$ cat src/hdl/simpson_three_eighths_integrator_macros.svh
// Assertion macros shared by the integrator RTL.
`ifndef SIMPSON_THREE_EIGHTHS_INTEGRATOR_MACROS_SVH
`define SIMPSON_THREE_EIGHTHS_INTEGRATOR_MACROS_SVH

// Consequent must hold in the same cycle as the antecedent.
`define SIMP38_ASSERT_SAME(label, clk, rstn, ante, cons, msg) \
    label: assert property (@(posedge clk) disable iff (!(rstn)) (ante) |-> (cons)) \
        else $error(msg);

// Consequent must hold in the cycle after the antecedent.
`define SIMP38_ASSERT_NEXT(label, clk, rstn, ante, cons, msg) \
    label: assert property (@(posedge clk) disable iff (!(rstn)) (ante) |=> (cons)) \
        else $error(msg);

`endif

$ cat src/hdl/simp38_pkg.sv
// Types, widths and codes shared by the Simpson 3/8 integrator modules.
package simp38_pkg;

    localparam int unsigned LIMIT_W   = 24;
    localparam int unsigned COUNT_W   = 10;
    localparam int unsigned AREA_W    = 32;
    localparam int unsigned STATUS_W  = 2;
    localparam int unsigned S_TDATA_W = 64;
    localparam int unsigned M_TDATA_W = 32;
    localparam int unsigned M_TUSER_W = 2;

    localparam int unsigned MAX_INTERVALS = 1023;

    // shared divider: 64-bit dividend, 47-bit divisor, 24 or 38 quotient bits
    localparam int unsigned DIVD_W    = 64;
    localparam int unsigned DVSR_W    = 47;
    localparam int unsigned QUO_W     = 38;
    localparam int unsigned SHORT_QUO = 24;
    localparam int unsigned DCNT_W    = $clog2(QUO_W + 1);

    // shared multiplier
    localparam int unsigned MUL_A_W = 26;
    localparam int unsigned MUL_B_W = 24;
    localparam int unsigned PROD_W  = MUL_A_W + MUL_B_W;

    localparam int unsigned ACC_W   = 37;
    localparam int unsigned MAG_W   = 36;
    localparam int unsigned MAG_LO  = 18;
    localparam int unsigned XACC_W  = 61;
    localparam int unsigned OFFR_W  = COUNT_W + 2;
    localparam int unsigned F_SHIFT = 40;
    localparam int unsigned ONE_SQ  = 32;
    localparam int unsigned HALF_SH = 22;
    localparam int unsigned AREA_SH = 23;

    typedef enum logic [STATUS_W-1:0] {
        STATUS_OK    = 2'd0,
        STATUS_ORDER = 2'd1,
        STATUS_EMPTY = 2'd2
    } status_t;

    typedef enum logic [3:0] {
        ST_IDLE,
        ST_CHECK,
        ST_STEP_WAIT,
        ST_X,
        ST_SQ,
        ST_FSTART,
        ST_FDIV_WAIT,
        ST_ACC,
        ST_FIN_LO,
        ST_FIN_HI,
        ST_FIN_SUM,
        ST_ASTART,
        ST_AREA_WAIT,
        ST_PUBLISH
    } state_t;

    typedef enum logic [3:0] {
        OP_NONE,
        OP_LOAD,
        OP_STEP,
        OP_X,
        OP_SQ,
        OP_ACC,
        OP_FIN_LO,
        OP_FIN_HI,
        OP_FIN_SUM,
        OP_PUBLISH
    } dp_op_t;

    typedef enum logic [1:0] {
        DIV_STEP,
        DIV_SAMPLE,
        DIV_AREA
    } div_sel_t;

    typedef struct packed {
        dp_op_t   op;
        logic     div_start;
        div_sel_t div_sel;
    } dp_cmd_t;

    typedef struct packed {
        logic div_done;
        logic last_sample;
        logic error;
    } dp_stat_t;

endpackage

$ cat src/hdl/simp38_div.sv
// Shared restoring divider, one quotient bit per cycle.
`include "simpson_three_eighths_integrator_macros.svh"

module simp38_div (
    input  logic                             aclk,
    input  logic                             aresetn,
    input  logic                             start,
    input  logic                             long_mode,
    input  logic [simp38_pkg::DIVD_W-1:0]    dividend,
    input  logic [simp38_pkg::DVSR_W-1:0]    divisor,
    output logic                             done,
    output logic [simp38_pkg::QUO_W-1:0]     quotient,
    output logic [simp38_pkg::DVSR_W-1:0]    remainder
);

    localparam int unsigned DW = simp38_pkg::DIVD_W;
    localparam int unsigned VW = simp38_pkg::DVSR_W;
    localparam int unsigned QW = simp38_pkg::QUO_W;
    localparam int unsigned SQ = simp38_pkg::SHORT_QUO;
    localparam int unsigned CW = simp38_pkg::DCNT_W;

    logic          busy_reg, busy_next;
    logic          done_reg, done_next;
    logic [CW-1:0] cnt_reg, cnt_next;
    logic [VW-1:0] rem_reg, rem_next;
    logic [QW-1:0] sh_reg, sh_next;
    logic [VW-1:0] dvsr_reg, dvsr_next;

    logic [VW:0]   trial;
    logic [VW+1:0] diff;

    always_comb begin
        trial = {rem_reg, sh_reg[QW-1]};
        diff  = {1'b0, trial} - {2'b00, dvsr_reg};
    end

    always_comb begin
        busy_next = busy_reg;
        done_next = 1'b0;
        cnt_next  = cnt_reg;
        rem_next  = rem_reg;
        sh_next   = sh_reg;
        dvsr_next = dvsr_reg;
        if (start) begin
            busy_next = 1'b1;
            dvsr_next = divisor;
            if (long_mode) begin
                cnt_next = CW'(QW);
                rem_next = VW'(dividend[DW-1:QW]);
                sh_next  = dividend[QW-1:0];
            end else begin
                cnt_next = CW'(SQ);
                rem_next = VW'(dividend[DW-1:SQ]);
                sh_next  = {dividend[SQ-1:0], (QW-SQ)'(0)};
            end
        end else if (busy_reg) begin
            // keep the trial difference unless it borrowed
            if (diff[VW+1]) begin
                rem_next = trial[VW-1:0];
                sh_next  = {sh_reg[QW-2:0], 1'b0};
            end else begin
                rem_next = diff[VW-1:0];
                sh_next  = {sh_reg[QW-2:0], 1'b1};
            end
            cnt_next = cnt_reg - CW'(1);
            if (cnt_reg == CW'(1)) begin
                busy_next = 1'b0;
                done_next = 1'b1;
            end
        end
    end

    always_ff @(posedge aclk) begin
        if (!aresetn) begin
            busy_reg <= 1'b0;
            done_reg <= 1'b0;
            cnt_reg  <= '0;
        end else begin
            busy_reg <= busy_next;
            done_reg <= done_next;
            cnt_reg  <= cnt_next;
        end
    end

    always_ff @(posedge aclk) begin
        rem_reg  <= rem_next;
        sh_reg   <= sh_next;
        dvsr_reg <= dvsr_next;
    end

    assign done      = done_reg;
    assign quotient  = sh_reg;
    assign remainder = rem_reg;

    `SIMP38_ASSERT_SAME(a_div_start_idle, aclk, aresetn, start, !busy_reg, "divider restarted while busy")

endmodule

$ cat src/hdl/simp38_dp.sv
// Datapath: sample generation, f(x) evaluation, weighted sum and final scaling.
`include "simpson_three_eighths_integrator_macros.svh"

module simp38_dp (
    input  logic                                aclk,
    input  logic                                aresetn,
    input  logic [simp38_pkg::S_TDATA_W-1:0]    s_tdata,
    input  simp38_pkg::dp_cmd_t                 cmd,
    output simp38_pkg::dp_stat_t                stat,
    output logic [simp38_pkg::M_TDATA_W-1:0]    m_tdata,
    output logic [simp38_pkg::M_TUSER_W-1:0]    m_tuser
);

    localparam int unsigned LW  = simp38_pkg::LIMIT_W;
    localparam int unsigned NW  = simp38_pkg::COUNT_W;
    localparam int unsigned DW  = simp38_pkg::DIVD_W;
    localparam int unsigned VW  = simp38_pkg::DVSR_W;
    localparam int unsigned QW  = simp38_pkg::QUO_W;
    localparam int unsigned SQ  = simp38_pkg::SHORT_QUO;
    localparam int unsigned AW  = simp38_pkg::MUL_A_W;
    localparam int unsigned BW  = simp38_pkg::MUL_B_W;
    localparam int unsigned PW  = simp38_pkg::PROD_W;
    localparam int unsigned CW  = simp38_pkg::ACC_W;
    localparam int unsigned MW  = simp38_pkg::MAG_W;
    localparam int unsigned ML  = simp38_pkg::MAG_LO;
    localparam int unsigned XW  = simp38_pkg::XACC_W;
    localparam int unsigned RW  = simp38_pkg::OFFR_W;
    localparam int unsigned OW  = simp38_pkg::AREA_W;
    localparam int unsigned YW  = SQ + 2;

    localparam logic [QW-1:0] POS_MAX = QW'((64'd1 << (OW - 1)) - 64'd1);
    localparam logic [QW-1:0] NEG_MAX = QW'(64'd1 << (OW - 1));

    // input word fields
    logic signed [LW-1:0] in_lower;
    logic signed [LW-1:0] in_upper;
    logic [NW-1:0]        in_count;
    logic [NW-1:0]        n_eff;
    logic [LW:0]          in_span;
    simp38_pkg::status_t  in_status;

    assign in_lower = s_tdata[LW-1:0];
    assign in_upper = s_tdata[2*LW-1:LW];
    assign in_count = s_tdata[2*LW+NW-1:2*LW];

    always_comb begin
        n_eff = (32'(in_count) > simp38_pkg::MAX_INTERVALS)
              ? NW'(simp38_pkg::MAX_INTERVALS) : in_count;
        in_span = {in_upper[LW-1], in_upper} - {in_lower[LW-1], in_lower};
        if (in_upper < in_lower) begin
            in_status = simp38_pkg::STATUS_ORDER;
        end else if (in_count == '0) begin
            in_status = simp38_pkg::STATUS_EMPTY;
        end else begin
            in_status = simp38_pkg::STATUS_OK;
        end
    end

    // working registers
    logic signed [LW-1:0] a_reg;
    logic [LW-1:0]        d_reg;
    logic [NW-1:0]        n_reg;
    simp38_pkg::status_t  status_reg;
    logic [LW-1:0]        qd_reg;
    logic [NW:0]          rd_reg;
    logic [LW-1:0]        off_q_reg;
    logic [RW-1:0]        off_r_reg;
    logic [NW-1:0]        i_reg;
    logic [1:0]           mod3_reg;
    logic [LW-1:0]        ax_reg;
    logic                 neg_reg;
    logic [PW-1:0]        prod_reg;
    logic signed [CW-1:0] acc_reg;
    logic [XW-1:0]        xacc_reg;
    logic [OW-1:0]        area_out_reg;
    simp38_pkg::status_t  status_out_reg;

    // divider
    logic          div_done;
    logic [QW-1:0] div_quo;
    logic [VW-1:0] div_rem;
    logic [DW-1:0] div_dividend;
    logic [VW-1:0] div_divisor;
    logic          div_long;
    logic [VW-1:0] den;

    assign den = (VW'(1) << simp38_pkg::ONE_SQ) + VW'(prod_reg);

    always_comb begin
        div_long     = 1'b0;
        div_dividend = DW'(d_reg);
        div_divisor  = VW'(n_reg);
        case (cmd.div_sel)
            simp38_pkg::DIV_SAMPLE: begin
                // |x| * 2^40 plus half the denominator for round to nearest
                div_dividend = {ax_reg, (DW-LW)'(0)} + DW'(den[VW-1:1]);
                div_divisor  = den;
            end
            simp38_pkg::DIV_AREA: begin
                div_long     = 1'b1;
                div_dividend = DW'(xacc_reg[XW-1:simp38_pkg::AREA_SH]);
                div_divisor  = VW'(n_reg);
            end
            default: begin
                div_dividend = DW'(d_reg);
                div_divisor  = VW'(n_reg);
            end
        endcase
    end

    simp38_div u_div (
        .aclk      (aclk),
        .aresetn   (aresetn),
        .start     (cmd.div_start),
        .long_mode (div_long),
        .dividend  (div_dividend),
        .divisor   (div_divisor),
        .done      (div_done),
        .quotient  (div_quo),
        .remainder (div_rem)
    );

    // sample point x = a + offset
    logic [LW:0]   x_wide;
    logic [LW-1:0] x_val;

    always_comb begin
        x_wide = {a_reg[LW-1], a_reg} + {1'b0, off_q_reg};
        x_val  = x_wide[LW-1:0];
    end

    // magnitude of the weighted sum and 3*d
    logic [CW-1:0] acc_abs;
    logic [MW-1:0] mag;
    logic [AW-1:0] a3;

    always_comb begin
        acc_abs = acc_reg[CW-1] ? CW'(-acc_reg) : CW'(acc_reg);
        mag     = acc_abs[MW-1:0];
        a3      = {1'b0, d_reg, 1'b0} + AW'(d_reg);
    end

    // shared multiplier
    logic [AW-1:0] mul_a;
    logic [BW-1:0] mul_b;
    logic [PW-1:0] mul_p;

    always_comb begin
        mul_a = a3;
        mul_b = BW'(mag[ML-1:0]);
        case (cmd.op)
            simp38_pkg::OP_SQ: begin
                mul_a = AW'(ax_reg);
                mul_b = ax_reg;
            end
            simp38_pkg::OP_FIN_HI: begin
                mul_b = BW'(mag[MW-1:ML]);
            end
            default: begin
                mul_b = BW'(mag[ML-1:0]);
            end
        endcase
        mul_p = PW'(mul_a) * PW'(mul_b);
    end

    // weight and weighted sample
    logic [1:0]    weight;
    logic [NW:0]   i_plus2;
    logic [SQ-1:0] y;
    logic [YW-1:0] wy;
    logic [CW-1:0] wy_ext;

    always_comb begin
        i_plus2 = {1'b0, i_reg} + (NW+1)'(2);
        y       = div_quo[SQ-1:0];
        if (i_reg == '0 || i_reg == n_reg) begin
            weight = 2'd1;
        end else if (mod3_reg != 2'd0) begin
            weight = 2'd3;
        end else if (i_plus2 < {1'b0, n_reg}) begin
            weight = 2'd2;
        end else begin
            weight = 2'd0;
        end
        case (weight)
            2'd1:    wy = YW'(y);
            2'd2:    wy = {1'b0, y, 1'b0};
            2'd3:    wy = {1'b0, y, 1'b0} + YW'(y);
            default: wy = '0;
        endcase
        wy_ext = CW'(wy);
    end

    // offset step: quotient and remainder of (2*i*d + n) / 2n
    logic [RW-1:0] r_sum;
    logic [RW-1:0] two_n;

    always_comb begin
        r_sum = off_r_reg + RW'(rd_reg);
        two_n = {1'b0, n_reg, 1'b0};
    end

    // rounded, saturated area
    logic [QW-1:0] neg_q;
    logic [OW-1:0] area_sat;

    always_comb begin
        neg_q = ~div_quo + QW'(1);
        if (acc_reg[CW-1]) begin
            area_sat = (div_quo > NEG_MAX) ? OW'(NEG_MAX) : neg_q[OW-1:0];
        end else begin
            area_sat = (div_quo > POS_MAX) ? OW'(POS_MAX) : div_quo[OW-1:0];
        end
    end

    always_ff @(posedge aclk) begin
        case (cmd.op)
            simp38_pkg::OP_LOAD: begin
                a_reg      <= in_lower;
                d_reg      <= in_span[LW-1:0];
                n_reg      <= n_eff;
                status_reg <= in_status;
                i_reg      <= '0;
                mod3_reg   <= 2'd0;
                acc_reg    <= '0;
                off_q_reg  <= '0;
                off_r_reg  <= RW'(n_eff);
            end
            simp38_pkg::OP_STEP: begin
                qd_reg <= div_quo[LW-1:0];
                rd_reg <= {div_rem[NW-1:0], 1'b0};
            end
            simp38_pkg::OP_X: begin
                neg_reg <= x_val[LW-1];
                ax_reg  <= x_val[LW-1] ? (~x_val + LW'(1)) : x_val;
            end
            simp38_pkg::OP_SQ: begin
                prod_reg <= mul_p;
            end
            simp38_pkg::OP_ACC: begin
                acc_reg  <= neg_reg ? (acc_reg - $signed(wy_ext))
                                    : (acc_reg + $signed(wy_ext));
                i_reg    <= i_reg + NW'(1);
                mod3_reg <= (mod3_reg == 2'd2) ? 2'd0 : (mod3_reg + 2'd1);
                if (r_sum >= two_n) begin
                    off_r_reg <= r_sum - two_n;
                    off_q_reg <= off_q_reg + qd_reg + LW'(1);
                end else begin
                    off_r_reg <= r_sum;
                    off_q_reg <= off_q_reg + qd_reg;
                end
            end
            simp38_pkg::OP_FIN_LO: begin
                prod_reg <= mul_p;
            end
            simp38_pkg::OP_FIN_HI: begin
                // add n * 2^22 so the later floor rounds half away from zero
                xacc_reg <= XW'(prod_reg) + (XW'(n_reg) << simp38_pkg::HALF_SH);
                prod_reg <= mul_p;
            end
            simp38_pkg::OP_FIN_SUM: begin
                xacc_reg <= xacc_reg + (XW'(prod_reg) << ML);
            end
            simp38_pkg::OP_PUBLISH: begin
                area_out_reg   <= (status_reg != simp38_pkg::STATUS_OK) ? '0 : area_sat;
                status_out_reg <= status_reg;
            end
            default: begin
            end
        endcase
    end

    always_comb begin
        stat.div_done    = div_done;
        stat.last_sample = (i_reg == n_reg);
        stat.error       = (status_reg != simp38_pkg::STATUS_OK);
    end

    assign m_tdata = area_out_reg;
    assign m_tuser = status_out_reg;

    `SIMP38_ASSERT_NEXT(a_dp_error_zero, aclk, aresetn, cmd.op == simp38_pkg::OP_PUBLISH && status_reg != simp38_pkg::STATUS_OK, area_out_reg == '0, "rejected request produced nonzero area")

endmodule

$ cat src/hdl/simp38_ctrl.sv
// Controller: sequences load, per-sample steps, final scaling and output hand-off.
`include "simpson_three_eighths_integrator_macros.svh"

module simp38_ctrl (
    input  logic                  aclk,
    input  logic                  aresetn,
    input  logic                  s_tvalid,
    output logic                  s_tready,
    output logic                  m_tvalid,
    input  logic                  m_tready,
    input  simp38_pkg::dp_stat_t  stat,
    output simp38_pkg::dp_cmd_t   cmd
);

    simp38_pkg::state_t state_reg, state_next;
    logic               m_valid_reg, m_valid_next;
    logic               out_free;

    assign out_free = !m_valid_reg || m_tready;
    assign s_tready = (state_reg == simp38_pkg::ST_IDLE);
    assign m_tvalid = m_valid_reg;

    always_comb begin
        state_next = state_reg;
        unique case (state_reg)
            simp38_pkg::ST_IDLE: begin
                if (s_tvalid) state_next = simp38_pkg::ST_CHECK;
            end
            simp38_pkg::ST_CHECK: begin
                state_next = stat.error ? simp38_pkg::ST_PUBLISH : simp38_pkg::ST_STEP_WAIT;
            end
            simp38_pkg::ST_STEP_WAIT: begin
                if (stat.div_done) state_next = simp38_pkg::ST_X;
            end
            simp38_pkg::ST_X:       state_next = simp38_pkg::ST_SQ;
            simp38_pkg::ST_SQ:      state_next = simp38_pkg::ST_FSTART;
            simp38_pkg::ST_FSTART:  state_next = simp38_pkg::ST_FDIV_WAIT;
            simp38_pkg::ST_FDIV_WAIT: begin
                if (stat.div_done) state_next = simp38_pkg::ST_ACC;
            end
            simp38_pkg::ST_ACC: begin
                state_next = stat.last_sample ? simp38_pkg::ST_FIN_LO : simp38_pkg::ST_X;
            end
            simp38_pkg::ST_FIN_LO:  state_next = simp38_pkg::ST_FIN_HI;
            simp38_pkg::ST_FIN_HI:  state_next = simp38_pkg::ST_FIN_SUM;
            simp38_pkg::ST_FIN_SUM: state_next = simp38_pkg::ST_ASTART;
            simp38_pkg::ST_ASTART:  state_next = simp38_pkg::ST_AREA_WAIT;
            simp38_pkg::ST_AREA_WAIT: begin
                if (stat.div_done) state_next = simp38_pkg::ST_PUBLISH;
            end
            simp38_pkg::ST_PUBLISH: begin
                if (out_free) state_next = simp38_pkg::ST_IDLE;
            end
            default: state_next = simp38_pkg::ST_IDLE;
        endcase
    end

    always_comb begin
        cmd.op        = simp38_pkg::OP_NONE;
        cmd.div_start = 1'b0;
        cmd.div_sel   = simp38_pkg::DIV_STEP;
        unique case (state_reg)
            simp38_pkg::ST_IDLE: begin
                if (s_tvalid) cmd.op = simp38_pkg::OP_LOAD;
            end
            simp38_pkg::ST_CHECK: begin
                cmd.div_start = !stat.error;
                cmd.div_sel   = simp38_pkg::DIV_STEP;
            end
            simp38_pkg::ST_STEP_WAIT: begin
                if (stat.div_done) cmd.op = simp38_pkg::OP_STEP;
            end
            simp38_pkg::ST_X:  cmd.op = simp38_pkg::OP_X;
            simp38_pkg::ST_SQ: cmd.op = simp38_pkg::OP_SQ;
            simp38_pkg::ST_FSTART: begin
                cmd.div_start = 1'b1;
                cmd.div_sel   = simp38_pkg::DIV_SAMPLE;
            end
            simp38_pkg::ST_FDIV_WAIT: cmd.op = simp38_pkg::OP_NONE;
            simp38_pkg::ST_ACC:       cmd.op = simp38_pkg::OP_ACC;
            simp38_pkg::ST_FIN_LO:    cmd.op = simp38_pkg::OP_FIN_LO;
            simp38_pkg::ST_FIN_HI:    cmd.op = simp38_pkg::OP_FIN_HI;
            simp38_pkg::ST_FIN_SUM:   cmd.op = simp38_pkg::OP_FIN_SUM;
            simp38_pkg::ST_ASTART: begin
                cmd.div_start = 1'b1;
                cmd.div_sel   = simp38_pkg::DIV_AREA;
            end
            simp38_pkg::ST_AREA_WAIT: cmd.op = simp38_pkg::OP_NONE;
            simp38_pkg::ST_PUBLISH: begin
                if (out_free) cmd.op = simp38_pkg::OP_PUBLISH;
            end
            default: cmd.op = simp38_pkg::OP_NONE;
        endcase
    end

    always_comb begin
        m_valid_next = m_valid_reg;
        if (cmd.op == simp38_pkg::OP_PUBLISH) begin
            m_valid_next = 1'b1;
        end else if (m_tready) begin
            m_valid_next = 1'b0;
        end
    end

    always_ff @(posedge aclk) begin
        if (!aresetn) begin
            state_reg   <= simp38_pkg::ST_IDLE;
            m_valid_reg <= 1'b0;
        end else begin
            state_reg   <= state_next;
            m_valid_reg <= m_valid_next;
        end
    end

    `SIMP38_ASSERT_SAME(a_ctrl_done_in_wait, aclk, aresetn, stat.div_done, (state_reg == simp38_pkg::ST_STEP_WAIT || state_reg == simp38_pkg::ST_FDIV_WAIT || state_reg == simp38_pkg::ST_AREA_WAIT), "divider finished outside a wait state")
    `SIMP38_ASSERT_NEXT(a_ctrl_accept_check, aclk, aresetn, s_tvalid && s_tready, state_reg == simp38_pkg::ST_CHECK, "accepted word not followed by check")
    `SIMP38_ASSERT_SAME(a_ctrl_no_overwrite, aclk, aresetn, cmd.op == simp38_pkg::OP_PUBLISH, !m_valid_reg || m_tready, "result overwrote an untaken word")

endmodule

$ cat src/hdl/simpson_three_eighths_integrator.sv
// A rejected request (upper below lower, or zero intervals) goes straight from
// the check to publish. One request is handled at a time; f(x) for each sample
// is evaluated by the shared divider in its 24-step mode. A result waiting in
// the output register does not block the next request. Synchronous active-low
// reset returns the controller to idle and drops any pending result.
module simpson_three_eighths_integrator (
    input  logic                                 aclk,
    input  logic                                 aresetn,
    input  logic                                 s_tvalid,
    output logic                                 s_tready,
    // lower_limit [23:0], upper_limit [47:24], interval_count [57:48], zero [63:58]
    input  logic [simp38_pkg::S_TDATA_W-1:0]     s_tdata,
    output logic                                 m_tvalid,
    input  logic                                 m_tready,
    // area [31:0]
    output logic [simp38_pkg::M_TDATA_W-1:0]     m_tdata,
    // status [1:0]
    output logic [simp38_pkg::M_TUSER_W-1:0]     m_tuser
);

    simp38_pkg::dp_cmd_t  cmd;
    simp38_pkg::dp_stat_t stat;

    simp38_ctrl u_ctrl (
        .aclk     (aclk),
        .aresetn  (aresetn),
        .s_tvalid (s_tvalid),
        .s_tready (s_tready),
        .m_tvalid (m_tvalid),
        .m_tready (m_tready),
        .stat     (stat),
        .cmd      (cmd)
    );

    simp38_dp u_dp (
        .aclk    (aclk),
        .aresetn (aresetn),
        .s_tdata (s_tdata),
        .cmd     (cmd),
        .stat    (stat),
        .m_tdata (m_tdata),
        .m_tuser (m_tuser)
    );

endmodule
$ cat config.mk
export PLATFORM = sky130hd
export DESIGN_NAME = simpson_three_eighths_integrator
export DESIGN_NICKNAME = d
export VERILOG_FILES = /design/src/hdl/simp38_pkg.sv /design/src/hdl/simp38_div.sv /design/src/hdl/simp38_dp.sv /design/src/hdl/simp38_ctrl.sv /design/src/hdl/simpson_three_eighths_integrator.sv
export VERILOG_INCLUDE_DIRS = /design/src /design/src/hdl
export SDC_FILE = /design/constraint.sdc
export NUM_CORES = 2
export LEC_CHECK = 0
export ABC_CLOCK_PERIOD_IN_PS = 9900
export BUFFER_PORTS_ARGS = -buffer_cell sky130_fd_sc_hd__buf_2
export CORE_MARGIN = 2
export CORE_UTILIZATION = 45
export CTS_BUF_LIST = sky130_fd_sc_hd__clkbuf_4 sky130_fd_sc_hd__clkbuf_8 sky130_fd_sc_hd__clkbuf_16
export DETAILED_ROUTE_END_ITERATION = 10
export GPL_TIMING_DRIVEN = 0
export PLACE_DENSITY = 0.73
export REMOVE_ABC_BUFFERS = 1
export SLEW_MARGIN = 20
export SYNTH_ARGS = -nofsm -noshare
export SYNTH_HDL_FRONTEND = slang
export SYNTH_SLANG_ARGS = --single-unit
$ cat constraint.sdc
create_clock -name aclk -period 9.9 [get_ports aclk]
set_input_delay 0.495 -clock aclk [delete_from_list [all_inputs] [get_ports aclk]]
set_output_delay 0.495 -clock aclk [all_outputs]
set_load 0.03 [all_outputs]
==> results_dict.tcl <==
set metrics [dict create \
    hold_violations 0 \
    wl_per_cell_um 24.2 \
    largest_reg_flops 50 \
    via_per_inst 5.99 \
    synth_most_common_cell "inv_1" \
    period_share_pct 102 \
    maxCapViolations 0 \
    ys_top_cells_by_count "inv_1, nor2_1, nand2_1" \
    rsz0062_at_grt "yes" \
    crit_path_frequent_cell "fa_1" \
    start_util_pct 45.2 \
    fmax_mhz 99.5 \
    io_pins 104 \
    critPathLaunchType "flop" \
    gp_congestion 1.01 \
    fp.dieH_um 364 \
    synth_top_flop_cell "edfxtp_1" \
    grt_max_degree 90 \
    grt_pass1_wl_um 303000 \
    tightestPinTransition_ps 1240 \
    required_ps 10360 \
    crit_fanout 7 \
    avgSynthCellArea_um2 8.86 \
    setup_viol 8 \
    postCtsHoldBufs 0 \
    cts.sinks 476 \
    drt_iter0_markers 5300 \
    clk_latency_ps 650 \
    synth_cell_types 99 \
    fp.dieW_um 364 \
    cts_buffers 52 \
    fin_nets 7752 \
    critical_path.max_stage_delay_ps 550 \
    drt_wl_total_um 204000 \
    drcViolationCount 0 \
    mappedNetlistArea_um2 58300 \
    outcome "finished with violations" \
    area_growth_pct 11.3 \
    hold_path.class "in2reg" \
    grt_pass1_vias 49600 \
    maxSlewHeadroom_pct 17.3 \
    critPathKind "reg2reg" \
    root_buffer "clkbuf_16" \
    antenna_found_initial 9 \
    synth.top_cell.area_share_pct 23.8 \
    drive_above_1_share_pct 8.97 \
    failed_checks "negative setup slack" \
    synth_seq_cells 476 \
    first_pass_iters 6 \
    cts_tree "built" \
    clockBufferDepth 3 \
    place_hpwl_um 158000 \
    synthDominantAreaCellType "edfxtp_1" \
    finalMaxSlewViolations 0 \
    final_core_utilization_pct 50.3 \
    ys_warn_count 0 \
    syn_inst 6585 \
    port_buffers 97 \
    period_needed_ps 10050 \
    die-area_um2 133000 \
    postRouteAntennaNets 0 \
    skew_ps 20.4 \
    htreeDepth 2 \
    synth_edf_count 463 \
    endpoint_kind "flop" \
    overflow 0 \
    num_vias 50500 \
    worstPathArrival_ps 10510 \
    cp_slowest_cell "or4_4" \
    coreArea_um2 129000 \
    clkTransAtPathRegs_ps 70 \
    grt_use_total_pct 30.3 \
    ys_seq_area_share_pct 24.3 \
    async_flop_share_pct 0 \
    num_rows 132 \
    synthTopCellsByArea "edfxtp_1, fa_1, ha_1, inv_1, nor2_1" \
    setup_ws_ps -152 \
]
## per-layer routing
layer	share of wire (%)	GRT usage, %
met1	39	38.8
met2	44	48.1
met3	8.6	4.88
met4	7.7	18.9
met5	0.0059	0
## area by class of cell
class | instances | area (µm²)
Fill cell | 11800 | 64200
Multi-Input combinational cell | 4965 | 41200
Sequential cell | 476 | 14200
Inverter | 903 | 3400
Timing Repair Buffer | 245 | 2290
Tap cell | 1742 | 2180
Clock buffer | 59 | 1370
Clock inverter | 33 | 288
Antenna cell | 2 | 5.00
## what timing repair did
item	CTS	global route
cloned	2	1
resized for setup	122	106
setup buffers	65	28
endpoints found under the hold margin	0	0
pin swaps	67	100
endpoints found under the setup margin	30	31
## cells by family after synthesis
logic type,share of synthesized area (%)
flip-flops,24.3
AND/OR/NAND/NOR,16.3
multiplexers,0.886
buffers and inverters,7.57
other,0.0129
adder cells (fa/ha/maj),29.3
AO/OA/AOI/OAI,15.3
XOR/XNOR,6.41
## cell usage in the layout, fill, tap and decap left out, drive strengths merged, types with 121 or more instances in the layout
master and n:
buf 244, nor2 698, a21oi 397, and3 121, nand2 628, o21ai 285, xor2 199, xnor2 222
ha 503, inv 901, fa 538, a21o 133, edfxtp 463
## stage by stage
stage	hold WS [ps]	setup WS, ps	instances	area (µm²)	setup TNS (ps)
after detailed placement	484	-1990	8235	61300	-33250
after CTS	2.83	-5.95	8394	64300	-5.95
after global placement	475	-3700	8181	60000	-161170
after global routing	34.7	-333	8423	64900	-3430
final	34.0	-152	8425	64900	-710
after floorplan	442	-309	6342	57300	-847
## critical path: cells and delay by family, from the launching register on
kind / cells / cell delay (ps)
xor gates and xnor gates: 2 / 520
buffers and inverters: 5 / 400
and+or+nand+nor: 9 / 2420
adders and majority gates: 8 / 3970
DFF: 1 / 460
AOI/OAI and AO/OA: 10 / 2070
## worst paths after layout
kind / from / endpoint / slack (ps) / depth (start not counted)
worst min register to register: u_dp.u_div.remainder[4] / u_dp.rd_reg[5] / 500 / 0
worst max register to register: u_dp.acc_reg[12] / u_dp.prod_reg[43] / -150 / 34
worst min-delay path: s_tdata[11] / u_dp.a_reg[11] / 30 / 1
worst max-delay path: u_dp.acc_reg[12] / u_dp.prod_reg[43] / -150 / 34
Power is not shown: default switching activity piles up to over one toggle a cycle in this logic, so the estimate is an artifact.
